[config.mk]
export PLATFORM = sky130hd
export DESIGN_NAME = serial_frame_receiver_top
export DESIGN_NICKNAME = d
export VERILOG_FILES = /design/src/rtl/sfr_pkg.sv /design/src/rtl/sfr_parse.sv /design/src/rtl/serial_frame_receiver_top.sv
export SDC_FILE = /design/constraint.sdc
export NUM_CORES = 1
export LEC_CHECK = 0
export ABC_AREA = 1
export ABC_CLOCK_PERIOD_IN_PS = 2700
export BUFFER_PORTS_ARGS = -buffer_cell sky130_fd_sc_hd__buf_2
export CAP_MARGIN = 20
export CORE_UTILIZATION = 50
export CTS_BUF_LIST = sky130_fd_sc_hd__clkbuf_4
export CTS_CLUSTER_DIAMETER = 40
export DETAILED_ROUTE_END_ITERATION = 12
export PLACE_DENSITY = 0.74
export SLEW_MARGIN = 20
export SYNTH_ARGS = -nofsm -noshare
export SYNTH_HDL_FRONTEND = slang
export SYNTH_SLANG_ARGS = --single-unit
export TNS_END_PERCENT = 20
[constraint.sdc]
create_clock -name i_clk -period 2.7 [get_ports i_clk]
set_input_delay 0 -clock i_clk [delete_from_list [all_inputs] [get_ports i_clk]]
set_output_delay 0 -clock i_clk [all_outputs]
set_load 0.01 [all_outputs]
[src/rtl/sfr_pkg.sv]
// ----------------------------------------------------------------------------
// sfr_pkg
// Types and constants shared by the serial frame receiver modules.
// ----------------------------------------------------------------------------
package sfr_pkg;

    localparam logic [7:0]  START_BYTE    = 8'h02;
    localparam logic [15:0] MAX_LEN_RESET = 16'd1024;

    typedef enum logic [2:0] {
        PH_HUNT,
        PH_LEN_HI,
        PH_LEN_LO,
        PH_PAYLOAD,
        PH_CHECKSUM,
        PH_TRAILER
    } t_phase;

    typedef enum logic [1:0] {
        KIND_PAYLOAD   = 2'd0,
        KIND_FRAME_END = 2'd1,
        KIND_LEN_ERROR = 2'd2
    } t_kind;

    typedef struct packed {
        logic        valid;
        t_kind       kind;
        logic [7:0]  payload_byte;
        logic        checksum_ok;
        logic [15:0] frame_length;
    } t_result;

endpackage

[src/rtl/sfr_parse.sv]
// ----------------------------------------------------------------------------
// sfr_parse
// Frame state machine: start hunt, length, payload, checksum and trailer.
// ----------------------------------------------------------------------------
module sfr_parse (
    input  logic             i_clk,
    input  logic             i_rst_n,
    input  logic             i_en,
    input  logic [7:0]       i_byte,
    input  logic [15:0]      i_max_len,
    output sfr_pkg::t_result o_res
);

    sfr_pkg::t_phase r_phase, n_phase;
    logic [15:0] r_declared_length, n_declared_length;
    logic [15:0] r_bytes_remaining, n_bytes_remaining;
    logic [7:0]  r_running_xor, n_running_xor;
    logic        r_checksum_match, n_checksum_match;

    logic [15:0] len_full;
    logic [15:0] remaining_dec;

    assign len_full      = {r_declared_length[15:8], i_byte};
    assign remaining_dec = (r_bytes_remaining != 16'd0) ? r_bytes_remaining - 16'd1
                                                        : r_bytes_remaining;

    always_comb begin
        n_phase           = r_phase;
        n_declared_length = r_declared_length;
        n_bytes_remaining = r_bytes_remaining;
        n_running_xor     = r_running_xor;
        n_checksum_match  = r_checksum_match;
        if (i_en) begin
            case (r_phase)
                sfr_pkg::PH_LEN_HI: begin
                    n_declared_length = {i_byte, 8'd0};
                    n_running_xor     = r_running_xor ^ i_byte;
                    n_phase           = sfr_pkg::PH_LEN_LO;
                end
                sfr_pkg::PH_LEN_LO: begin
                    n_declared_length = len_full;
                    n_running_xor     = r_running_xor ^ i_byte;
                    if (len_full > i_max_len) begin
                        n_phase = sfr_pkg::PH_HUNT;
                    end else begin
                        n_bytes_remaining = len_full;
                        n_phase = (len_full == 16'd0) ? sfr_pkg::PH_CHECKSUM
                                                      : sfr_pkg::PH_PAYLOAD;
                    end
                end
                sfr_pkg::PH_PAYLOAD: begin
                    n_running_xor     = r_running_xor ^ i_byte;
                    n_bytes_remaining = remaining_dec;
                    if (remaining_dec == 16'd0) begin
                        n_phase = sfr_pkg::PH_CHECKSUM;
                    end
                end
                sfr_pkg::PH_CHECKSUM: begin
                    n_checksum_match = (i_byte == r_running_xor);
                    n_phase          = sfr_pkg::PH_TRAILER;
                end
                sfr_pkg::PH_TRAILER: begin
                    n_phase = sfr_pkg::PH_HUNT;
                end
                default: begin
                    if (i_byte == sfr_pkg::START_BYTE) begin
                        n_running_xor     = 8'd0;
                        n_declared_length = 16'd0;
                        n_bytes_remaining = 16'd0;
                        n_checksum_match  = 1'b0;
                        n_phase           = sfr_pkg::PH_LEN_HI;
                    end else begin
                        n_phase = sfr_pkg::PH_HUNT;
                    end
                end
            endcase
        end
    end

    always_comb begin
        o_res              = '0;
        o_res.kind         = sfr_pkg::KIND_PAYLOAD;
        if (i_en) begin
            case (r_phase)
                sfr_pkg::PH_LEN_LO: begin
                    if (len_full > i_max_len) begin
                        o_res.valid        = 1'b1;
                        o_res.kind         = sfr_pkg::KIND_LEN_ERROR;
                        o_res.frame_length = len_full;
                    end
                end
                sfr_pkg::PH_PAYLOAD: begin
                    o_res.valid        = 1'b1;
                    o_res.kind         = sfr_pkg::KIND_PAYLOAD;
                    o_res.payload_byte = i_byte;
                end
                sfr_pkg::PH_TRAILER: begin
                    o_res.valid        = 1'b1;
                    o_res.kind         = sfr_pkg::KIND_FRAME_END;
                    o_res.checksum_ok  = r_checksum_match;
                    o_res.frame_length = r_declared_length;
                end
                default: begin
                    o_res.valid = 1'b0;
                end
            endcase
        end
    end

    always_ff @(posedge i_clk) begin
        if (!i_rst_n) begin
            r_phase           <= sfr_pkg::PH_HUNT;
            r_declared_length <= 16'd0;
            r_bytes_remaining <= 16'd0;
            r_running_xor     <= 8'd0;
            r_checksum_match  <= 1'b0;
        end else begin
            r_phase           <= n_phase;
            r_declared_length <= n_declared_length;
            r_bytes_remaining <= n_bytes_remaining;
            r_running_xor     <= n_running_xor;
            r_checksum_match  <= n_checksum_match;
        end
    end

    a_payload_has_bytes: assert property (@(posedge i_clk) disable iff (!i_rst_n)
        r_phase == sfr_pkg::PH_PAYLOAD |-> r_bytes_remaining != 16'd0)
        else $error("payload phase with no bytes remaining");

    a_trailer_to_hunt: assert property (@(posedge i_clk) disable iff (!i_rst_n)
        i_en && r_phase == sfr_pkg::PH_TRAILER |=> r_phase == sfr_pkg::PH_HUNT)
        else $error("trailer did not return to hunt");

    a_len_error_above_max: assert property (@(posedge i_clk) disable iff (!i_rst_n)
        o_res.valid && o_res.kind == sfr_pkg::KIND_LEN_ERROR
        |-> o_res.frame_length > i_max_len)
        else $error("length error with length within limit");

endmodule

[src/rtl/serial_frame_receiver_top.sv]
// ----------------------------------------------------------------------------
// serial_frame_receiver_top
// STX / length / payload / XOR checksum / trailer frame receiver.
//
//   channel  dir  valid    stall    payload
//   input    in   i_valid  o_stall  i_rx_byte
//   result   out  o_valid  i_stall  o_result_kind, o_payload_byte,
//                                   o_checksum_ok, o_frame_length
//   config   in   i_cfg_wr_en  -    i_cfg_wr_data
//
// One byte per cycle sustained while the result side is not stalled; a result
// passes through the input register, then the result register, to o_valid.
// Synchronous active-low reset returns to hunting, max length 1024.
// o_stall rises only when both the input and result registers are full
// and the result side is stalled.
// ----------------------------------------------------------------------------
module serial_frame_receiver_top (
    input  logic        i_clk,
    input  logic        i_rst_n,
    input  logic        i_valid,
    output logic        o_stall,
    input  logic [7:0]  i_rx_byte,
    output logic        o_valid,
    input  logic        i_stall,
    output logic [1:0]  o_result_kind,
    output logic [7:0]  o_payload_byte,
    output logic        o_checksum_ok,
    output logic [15:0] o_frame_length,
    input  logic        i_cfg_wr_en,
    input  logic [15:0] i_cfg_wr_data
);

    logic        r_in_valid;
    logic [7:0]  r_in_byte;
    logic [15:0] r_max_len;
    logic        r_out_valid;
    sfr_pkg::t_result r_out;

    logic             in_xfer;
    logic             advance;
    sfr_pkg::t_result res;

    assign advance = r_in_valid && (!r_out_valid || !i_stall);
    assign o_stall = r_in_valid && r_out_valid && i_stall;
    assign in_xfer = i_valid && !o_stall;

    sfr_parse u_parse (
        .i_clk     (i_clk),
        .i_rst_n   (i_rst_n),
        .i_en      (advance),
        .i_byte    (r_in_byte),
        .i_max_len (r_max_len),
        .o_res     (res)
    );

    always_ff @(posedge i_clk) begin
        if (!i_rst_n) begin
            r_max_len <= sfr_pkg::MAX_LEN_RESET;
        end else if (i_cfg_wr_en) begin
            r_max_len <= i_cfg_wr_data;
        end
    end

    always_ff @(posedge i_clk) begin
        if (!i_rst_n) begin
            r_in_valid <= 1'b0;
        end else if (in_xfer) begin
            r_in_valid <= 1'b1;
        end else if (advance) begin
            r_in_valid <= 1'b0;
        end
        if (in_xfer) begin
            r_in_byte <= i_rx_byte;
        end
    end

    always_ff @(posedge i_clk) begin
        if (!i_rst_n) begin
            r_out_valid <= 1'b0;
        end else if (advance && res.valid) begin
            r_out_valid <= 1'b1;
        end else if (!i_stall) begin
            r_out_valid <= 1'b0;
        end
        if (advance && res.valid) begin
            r_out <= res;
        end
    end

    assign o_valid        = r_out_valid;
    assign o_result_kind  = r_out.kind;
    assign o_payload_byte = r_out.payload_byte;
    assign o_checksum_ok  = r_out.checksum_ok;
    assign o_frame_length = r_out.frame_length;

    a_stall_only_when_full: assert property (@(posedge i_clk) disable iff (!i_rst_n)
        o_stall |-> r_in_valid && r_out_valid)
        else $error("input stalled with room in the pipeline");

    a_payload_fields_clear: assert property (@(posedge i_clk) disable iff (!i_rst_n)
        o_valid && r_out.kind == sfr_pkg::KIND_PAYLOAD
        |-> o_frame_length == 16'd0 && !o_checksum_ok)
        else $error("payload result with frame fields set");

endmodule

==> impl_metrics.csv, run 1 <==
group,metric,value,unit
outcome,outcome,"finished, final reports clean",
synthesis,synthDominantCellAreaShare,24.5,%
placement,dp_hpwl,9260,µm
synthesis,synth_mux_area_share,0,%
synthesis,synth_edf_count,35,
detailed_routing,firstDrtPassIters,7,
worst_setup_path,path_class,"flip-flop to flip-flop",
worst_setup_path,r2r_slack,150,ps
synthesis,synthFlopType,"dfxtp_1",
worst_setup_path,r2r_cells,14,
worst_setup_path,r2r_end,"o_frame_length[15]",
floorplanning,die_h,103,µm
worst_setup_path,path_buf_inv,3,
worst_setup_path,cpMaxStageDelayCell,"edfxtp_1",
timing,finalClockSkew,19.3,ps
layout,utilization,60.7,%
timing,setup_violations,0,
global_routing,overflow,0,
floorplanning,rows,36,
worst_setup_path,path_delay_family,"simple AND/OR/NAND/NOR gates",
synthesis,synthSimpleGateAreaFrac,26.7,%
min_path,hold_end,"r_max_len[4]",
global_routing,grt_max_degree,39,
power,clockPowerShare,29.0,%
worst_setup_path,cp.depth,14,
synthesis,synth_fp_nets,699,
clocking,cts_buffers,9,
layout,final_nets,784,
floorplanning,die-area,10500,µm²
placement,place_inst,828,
min_path,hold_path_class,"input pin to flip-flop",
job,max_cap_viol_count,0,
global_routing,grt_pass1_wl,20400,µm
timing,fin_crit,2550,ps
detailed_routing,vias,4717,
timing,fin_crit_sh,94.5,%
global_routing,antenna_found_initial,0,
clocking,cts_tree,"yes",
detailed_routing,post-route-drc-count,0,
timing,hold_viol,0,
synthesis,ys_top_cells_by_area,"dfxtp_1 25%, edfxtp_1 21%, nand2_1 9.2%",
power,pwr-share-comb,16.3,%
placement,dp_slack,211,ps
worst_setup_path,cp.arrival,2780,ps
layout,diodes,0,
synthesis,syn_area,5060,µm²
power,p_seq_share,54.7,%
floorplanning,core,9770,µm²
global_routing,grt_pass1_vias,4325,
synthesis,seq_area_frac_synth,45.3,%
power,power.density,486,nW/µm²
placement,gp_congestion,0.941,
synthesis,synth_fa_ha_area_share,4.45,%
synthesis,yosys_register_bits,97,
power,p_leak,2.52,nW
clocking,cts_max_path_buffers,2,
power,power_switching,0.859,mW
detailed_routing,post_drt_wl_per_cell,14.8,µm
worst_setup_path,worstPathCellList,"inv_1 > ha_1 > inv_1 > a21oi_1 > o21ai_0 > nand2_1 > nand2_1 > nand2_1 > nand2_2 > nand3_4 > nor2_1 > nor2_2 > nand2_1 > buf_12",
synthesis,synth_top_family_by_area,"simple AND/OR/NAND/NOR gates",
synthesis,synth.distinct_cells,40,
detailed_routing,totalWireLength,13000,µm
worst_setup_path,critical_path.max_fanout,27,
worst_setup_path,max_stage_delay,480,ps
floorplanning,die_w,103,µm
power,peakVddDrop,0.000262,V
worst_setup_path,cpMostUsedCell,"nand2_1",
synthesis,synthMostInstantiatedCell,"nand2_1",
timing,rsz0062_at_grt,"false",
layout,stdcell_count,875,
clocking,cts.htree.levels,3,
clocking,cts_root_buf,"clkbuf_4",
layout,fillers,876,
clocking,cts-resized-gates,0,
clocking,insertion_delay,470,ps
worst_setup_path,crit_path_start,"r_in_byte[0]",
placement,portBuffers,57,
detailed_routing,drt_iter0_drc,359,
floorplanning,start_util,51.8,%
worst_setup_path,required,2930,ps
synthesis,synthArstFlopShare,0,%
clocking,clk_pin_slew,160,ps
power,swShare,29.8,%
power,p_int,2.02,mW
synthesis,synth_compound_area_share,14.6,%
layout,layout-drive-gt1-share,15.1,%
synthesis,synthXorXnorAreaFrac,2.08,%
timing,worst_pin_slew,691,ps
clocking,clock-sinks,97,
timing,worst_slack,148,ps
synthesis,synthTopCellsByCount,"124 x nand2_1, 121 x nor2_1, 62 x dfxtp_1",
worst_setup_path,rr_startpoint,"r_in_byte[0]",
worst_setup_path,end_kind,"flip-flop",
synthesis,synthCells,652,
timing,fin_setup_tns,0,ps
detailed_routing,antenna_left,0,
min_path,hold_depth,3,
timing,max_freq,392,MHz
layout,area_growth,17.2,%
min_path,min_from,"i_rst_n",
timing,slew_violations,0,
synthesis,syn_area_per_cell,7.76,µm²
floorplanning,ios,58,
power,p_total,2.88,mW
synthesis,synth_top_cell_by_area,"dfxtp_1",
global_routing,grt_util_all_layers,25.6,%
timing,maxSlewHeadroom,53.9,%
worst_setup_path,cp-start-kind,"flip-flop",
detailed_routing,viasPerCell,5.39,
synthesis,yosysWarnings,0,
worst max path at each step:
stage / end
CTS: o_frame_length[10]
global placement: o_frame_length[2]
global route: o_frame_length[9]
finish: o_frame_length[15]
detailed placement: o_frame_length[2]
floorplan: o_checksum_ok
final cells by class:
cell class,instances,area (µm²),area share (%)
clock buffer,9,67.6,1.14
clock inverter,7,87.6,1.48
inverter,69,262,4.41
multi-input combinational,468,2420,40.8
sequential,97,2290,38.6
tap,133,166,2.81
timing repair buffer,92,638,10.8
sequential cells by signal, indices dropped and copies added, names as in the netlist:
signal	flops
o_checksum_ok	1
o_frame_length	16
o_payload_byte	8
o_result_kind	2
o_valid	1
r_in_byte	8
r_in_valid	1
r_max_len	16
u_parse.r_bytes_remaining	16
u_parse.r_checksum_match	1
u_parse.r_declared_length	16
u_parse.r_phase	3
u_parse.r_running_xor	8
metrics by stage:
stage / instance area [µm²] / hold WS (ps)
finish: 5930 / 66.7
global route: 5930 / 89.5
CTS: 5930 / 25.1
detailed placement: 5470 / 178
global placement: 5470 / 181
floorplan: 5060 / 98.9
power by group through the flow:
stage	Clock [mW]	Sequential, mW	Combinational [mW]
after global placement	0	1.60	0.409
after CTS	0.841	1.57	0.457
after global routing	0.892	1.58	0.523
final	0.837	1.58	0.470
after detailed placement	0	1.61	0.420
after floorplan	0	1.60	0.314
cell usage in the layout, fill, tap and decap left out, types with 7 or more instances in the layout:
cell,n
a21oi_1,56
buf_2,57
clkbuf_4,9
dfxtp_1,62
dlygate4sd3_1,31
edfxtp_1,35
ha_1,18
inv_1,59
inv_2,8
nand2_1,124
nand3_1,29
nor2_1,121
o21ai_0,45
o22ai_1,13
xor2_1,7
metal layers:
layer,track usage (%),share of wire (%)
met5,0,0
met3,4.14,6.3
met2,41.9,46
met1,33.0,45
met4,12.0,3.2
tightest hold or removal path: cells and delay by family:
family,cells,cell delay (ps)
buffers and inverters,1,300
AOI/OAI and AO/OA,2,210
repair_timing:
action                                 CTS  global route
hold buffers                            31             0
buffers inserted                         0             0
setup endpoints to repair                0             0
endpoints found under the hold margin   26             0
cell families after synthesis:
logic type	Yosys count
compound gates	132
xor+xnor	12
fa+ha+maj	18
buf+inv	87
flops	97
simple gates	306
(Power assumes the default switching activity.)
==> run 2, diff against run 1 <==
==> constraint.sdc (replaced) <==
create_clock -name i_clk -period 2.7 [get_ports i_clk]
set_input_delay 0.27 -clock i_clk [delete_from_list [all_inputs] [get_ports i_clk]]
set_output_delay 0.27 -clock i_clk [all_outputs]
set_load 0.01 [all_outputs]
==> impl_metrics.csv, run 2 (same netlist as run 1, synthesis figures left out) <==
group,metric,value,unit
outcome,outcome,"finished, final reports clean",
placement,gp_congestion,0.939,
detailed_routing,firstDrtPassIters,5,
placement,portBuffers,57,
layout,layout_common_cells,"124 x nand2_1, 119 x nor2_1, 62 x dfxtp_1, 59 x inv_1, 57 x buf_2",
layout,diodes,0,
timing,setup_violations,0,
timing,worst_pin_slew,675,ps
worst_setup_path,end_kind,"flip-flop",
timing,fin_setup_tns,0,ps
detailed_routing,totalWireLength,12200,µm
detailed_routing,antenna_left,0,
worst_setup_path,cpMostUsedCell,"nand2_1",
detailed_routing,met1_length,5570,µm
worst_setup_path,cp-start-kind,"flip-flop",
layout,layout-drive-gt1-share,15.8,%
power,p_leak,2.42,nW
floorplanning,die_h,103,µm
detailed_routing,viasPerCell,5.35,
global_routing,grt_util_all_layers,23.9,%
clocking,clk_pin_slew,170,ps
power,power.density,483,nW/µm²
layout,final_nets,762,
floorplanning,die-area,10500,µm²
detailed_routing,post-route-drc-count,0,
detailed_routing,vias,4562,
clocking,cts_max_path_buffers,2,
min_path,hold_path_class,"input pin to flip-flop",
detailed_routing,wl_met2,5440,µm
clocking,cts.htree.levels,3,
detailed_routing,drt_iter0_drc,408,
placement,place_area,5470,µm²
placement,dp_slack,153,ps
global_routing,overflow,0,
timing,max_freq,398,MHz
global_routing,grt_max_degree,39,
worst_setup_path,critical_path.max_fanout,27,
floorplanning,die_w,103,µm
detailed_routing,post_drt_wl_per_cell,14.3,µm
clocking,insertion_delay,460,ps
worst_setup_path,path_buf_inv,1,
global_routing,grt_pass1_wl,19200,µm
clocking,cts_tree,"yes",
timing,rsz0062_at_grt,"false",
clocking,cts_buffers,9,
worst_setup_path,worstPathCellList,"ha_1 > nand2_1 > nor2_2 > nand2_1 > nand2_1 > nand2_1 > nand2_2 > nand3_4 > nor2_2 > nor2_4 > nand2_1 > buf_12",
clocking,cts_root_buf,"clkbuf_4",
global_routing,grt_pass1_vias,4097,
worst_setup_path,required,2880,ps
placement,dp_hpwl,9170,µm
floorplanning,core,9770,µm²
layout,mostFrequentLayoutCell,"nand2_1",
global_routing,antenna_found_initial,0,
timing,whs,20.9,ps
layout,area_growth,12.5,%
timing,worst_slack,186,ps
power,peakVddDrop,0.000259,V
timing,slew_violations,0,
floorplanning,ios,58,
timing,hold_viol,0,
floorplanning,start_util,51.8,%
floorplanning,rows,36,
worst_setup_path,path_class,"flip-flop to flip-flop",
power,p_total,2.75,mW
detailed_routing,dr.max_layer_used,"met4",
layout,fin_area,5690,µm²
worst_setup_path,path_delay_family,"simple AND/OR/NAND/NOR gates",
clocking,clock-sinks,97,
detailed_routing,wl_met3,843,µm
timing,fin_crit,2510,ps
worst_setup_path,cpMaxStageDelayCell,"edfxtp_1",
timing,maxSlewHeadroom,54.9,%
worst_setup_path,max_stage_delay,480,ps
timing,fin_crit_sh,93.1,%
job,max_cap_viol_count,0,
worst_setup_path,cp.arrival,2690,ps
timing,finalClockSkew,22.3,ps
run 2: path summary, 6_finish.rpt:
| check | startpoint | to | slack, ps | cells past startpoint |
|---|---|---|---|---|
| worst max-delay path | r_in_byte[7] | o_frame_length[10] | 190 | 12 |
| worst min-delay path | i_cfg_wr_data[0] | r_max_len[0] | 20 | 3 |
| worst max register to register | r_in_byte[7] | o_frame_length[10] | 190 | 12 |
| worst min register to register | u_parse.r_declared_length[4] | u_parse.r_declared_length[4] | 470 | 2 |
run 2: layer usage:
metal / vias up / GRT usage, %
li1: 2286 / -
met1: 2055 / 33.1
met5: - / 0
met3: 27 / 3.19
met2: 194 / 36.6
met4: 0 / 12.1
run 2: layout make-up:
type,instances,area [µm²]
Fill cell,925,4080
Multi-Input combinational cell,468,2430
Clock buffer,9,67.6
Clock inverter,7,61.3
Tap cell,133,166
Sequential cell,97,2290
Inverter,69,262
Timing Repair Buffer,70,415
run 2: power by group:
| group | switching [mW] | total [mW] | internal [mW] |
|---|---|---|---|
| Sequential | 0.0289 | 1.58 | 1.55 |
| Combinational | 0.282 | 0.433 | 0.150 |
| Clock | 0.530 | 0.740 | 0.210 |
| Total | 0.841 | 2.75 | 1.91 |
run 2: through the flow:
stage,std cells,utilization [%]
floorplan,652,-
global placement,829,56.0
detailed placement,829,56.0
CTS,853,58.1
global route,853,58.2
finish,853,58.2
run 2: what timing repair did:
item | in CTS | in global routing
hold buffers | 8 | 0
endpoints found under the hold margin | 8 | 0
endpoints found under the setup margin | 0 | 27
gates resized for setup | 0 | 3
buffers inserted | 0 | 0
run 2: tightest hold or removal path, stage by stage:
cell	delay, ps
buf_2	70
nor2_1	30
nor2_1	80
==> run 3, diff against run 2 <==
--- a/config.mk
+++ b/config.mk
@@ -14,6 +14,7 @@
 export CTS_CLUSTER_DIAMETER = 40
 export DETAILED_ROUTE_END_ITERATION = 12
 export PLACE_DENSITY = 0.74
+export RECOVER_POWER = 100
 export SLEW_MARGIN = 20
 export SYNTH_ARGS = -nofsm -noshare
 export SYNTH_HDL_FRONTEND = slang
==> impl_metrics.csv, run 3 (same netlist as run 1, synthesis figures left out) <==
group,metric,value,unit
detailed_routing,vias,4564,
worst_setup_path,crit_path_start,"r_in_byte[4]",
layout,area_growth,10.6,%
layout,layout-drive-gt1-share,9.72,%
clocking,cts_tree,"yes",
placement,gp_congestion,0.939,
timing,finalClockSkew,20.2,ps
layout,mostFrequentLayoutCell,"nand2_1",
detailed_routing,post-route-drc-count,0,
worst_setup_path,critical_path.max_fanout,17,
floorplanning,ios,58,
placement,portBuffers,57,
timing,rsz0062_at_grt,"false",
layout,layout_common_cells,"125 x nand2_1, 122 x nor2_1, 62 x inv_1, 62 x dfxtp_1, 56 x a21oi_1",
clocking,cts_max_path_buffers,2,
timing,fin_crit_sh,94.0,%
placement,dp_hpwl,9170,µm
floorplanning,die_h,103,µm
clocking,insertion_delay,460,ps
outcome,outcome,"finished, final reports clean",
timing,hold_viol,0,
global_routing,grt_pass1_vias,4097,
global_routing,grt_pass1_wl,19200,µm
floorplanning,die-area,10500,µm²
floorplanning,core,9770,µm²
worst_setup_path,cp-endpoint,"u_parse.r_bytes_remaining[12]",
timing,setup_violations,0,
timing,fin_crit,2540,ps
clocking,cts.htree.levels,3,
timing,worst_pin_slew,1410,ps
power,p_leak,2.33,nW
global_routing,grt_max_degree,39,
worst_setup_path,cp-start-kind,"flip-flop",
power,peakVddDrop,0.000258,V
worst_setup_path,r2r_cells,9,
layout,final_nets,762,
worst_setup_path,r2r_slack,160,ps
worst_setup_path,rr_startpoint,"r_in_byte[4]",
floorplanning,die_w,103,µm
clocking,cts_root_buf,"clkbuf_4",
worst_setup_path,cp.arrival,2920,ps
timing,worst_slack,161,ps
clocking,cts_buffers,9,
timing,whs,22.0,ps
detailed_routing,firstDrtPassIters,5,
worst_setup_path,end_kind,"flip-flop",
power,power.density,489,nW/µm²
detailed_routing,totalWireLength,12300,µm
layout,fin_area,5600,µm²
timing,fin_setup_tns,0,ps
clocking,post_cts_buffers,0,
timing,max_freq,394,MHz
job,max_cap_viol_count,0,
detailed_routing,post_drt_wl_per_cell,14.4,µm
timing,slew_violations,0,
layout,stdcell_count,853,
timing,maxSlewHeadroom,6.18,%
floorplanning,rows,36,
worst_setup_path,required,3080,ps
clocking,clk_pin_slew,160,ps
clocking,clock-sinks,97,
global_routing,overflow,0,
worst_setup_path,r2r_end,"u_parse.r_bytes_remaining[12]",
detailed_routing,viasPerCell,5.35,
layout,diodes,0,
detailed_routing,drt_iter0_drc,391,
placement,place_inst,829,
floorplanning,start_util,51.8,%
global_routing,grt_util_all_layers,23.9,%
global_routing,antenna_found_initial,0,
placement,dp_slack,153,ps
placement,place_area,5470,µm²
detailed_routing,antenna_left,0,
min_path,hold_path_class,"input pin to flip-flop",
worst_setup_path,path_class,"flip-flop to flip-flop",
==> run 3: changes by cell type in the layout (fill, tap and decap cells not counted), moves of 3 or more <==
cell,change
buf_2,-32
nor2_1,+3
inv_2,-3
inv_1,+3
clkbuf_1,+33
==> run 3: through the flow <==
stage,total power [mW],util (%)
after global routing,2.86,57.3
final,2.74,57.3
after CTS,2.75,58.1
after floorplan,1.91,-
after global placement,2.01,56.0
after detailed placement,2.02,56.0
==> run 3: report_power, final <==
| part | switching [mW] | internal (mW) | leakage, nW | total [mW] |
|---|---|---|---|---|
| sequential | 0.0284 | 1.55 | 0.821 | 1.57 |
| clock | 0.527 | 0.210 | 0.0724 | 0.737 |
| combinational | 0.280 | 0.148 | 1.43 | 0.427 |
==> run 3: routing by layer <==
metal / up-vias / track usage, % / part of all wire [%]
li1: 2287 / - / -
met1: 2044 / 33.1 / 45
met2: 207 / 36.6 / 45
met3: 26 / 3.19 / 7.1
met4: 0 / 12.1 / 2.9
met5: - / 0 / 0
==> run 3: what timing repair did <==
action,in CTS,in global routing
hold buffers,8,0
endpoints found under the setup margin,0,27
hold endpoints to repair,8,0
resized for setup,0,3
==> run 3: final cells by class <==
type	count	area (µm²)
Clock buffer	9	67.6
Clock inverter	7	61.3
Fill cell	958	4180
Inverter	69	259
Multi-Input combinational cell	468	2380
Sequential cell	97	2290
Tap cell	133	166
Timing Repair Buffer	70	369
==> run 3: worst max-delay path: stages, from the launching register on <==
cell and delay (ps):
edfxtp_1 480, inv_1 260, nand4_1 180, nor4_1 500
inv_1 140, nand2_1 140, nand4_4 240, inv_2 330
nor2_1 70, nor2_1 110
==> run 3: how the worst min path moves through the flow <==
stage	start	endpoint	slack, ps	cells after the start
global route	i_cfg_wr_data[10]	r_max_len[10]	40	3
global placement	u_parse.r_declared_length[1]	u_parse.r_declared_length[1]	450	2
detailed placement	i_rx_byte[4]	r_in_byte[4]	450	1
finish	i_cfg_wr_data[0]	r_max_len[0]	20	3
CTS	i_cfg_wr_data[10]	r_max_len[10]	7	3
floorplan	i_rx_byte[0]	r_in_byte[0]	370	0
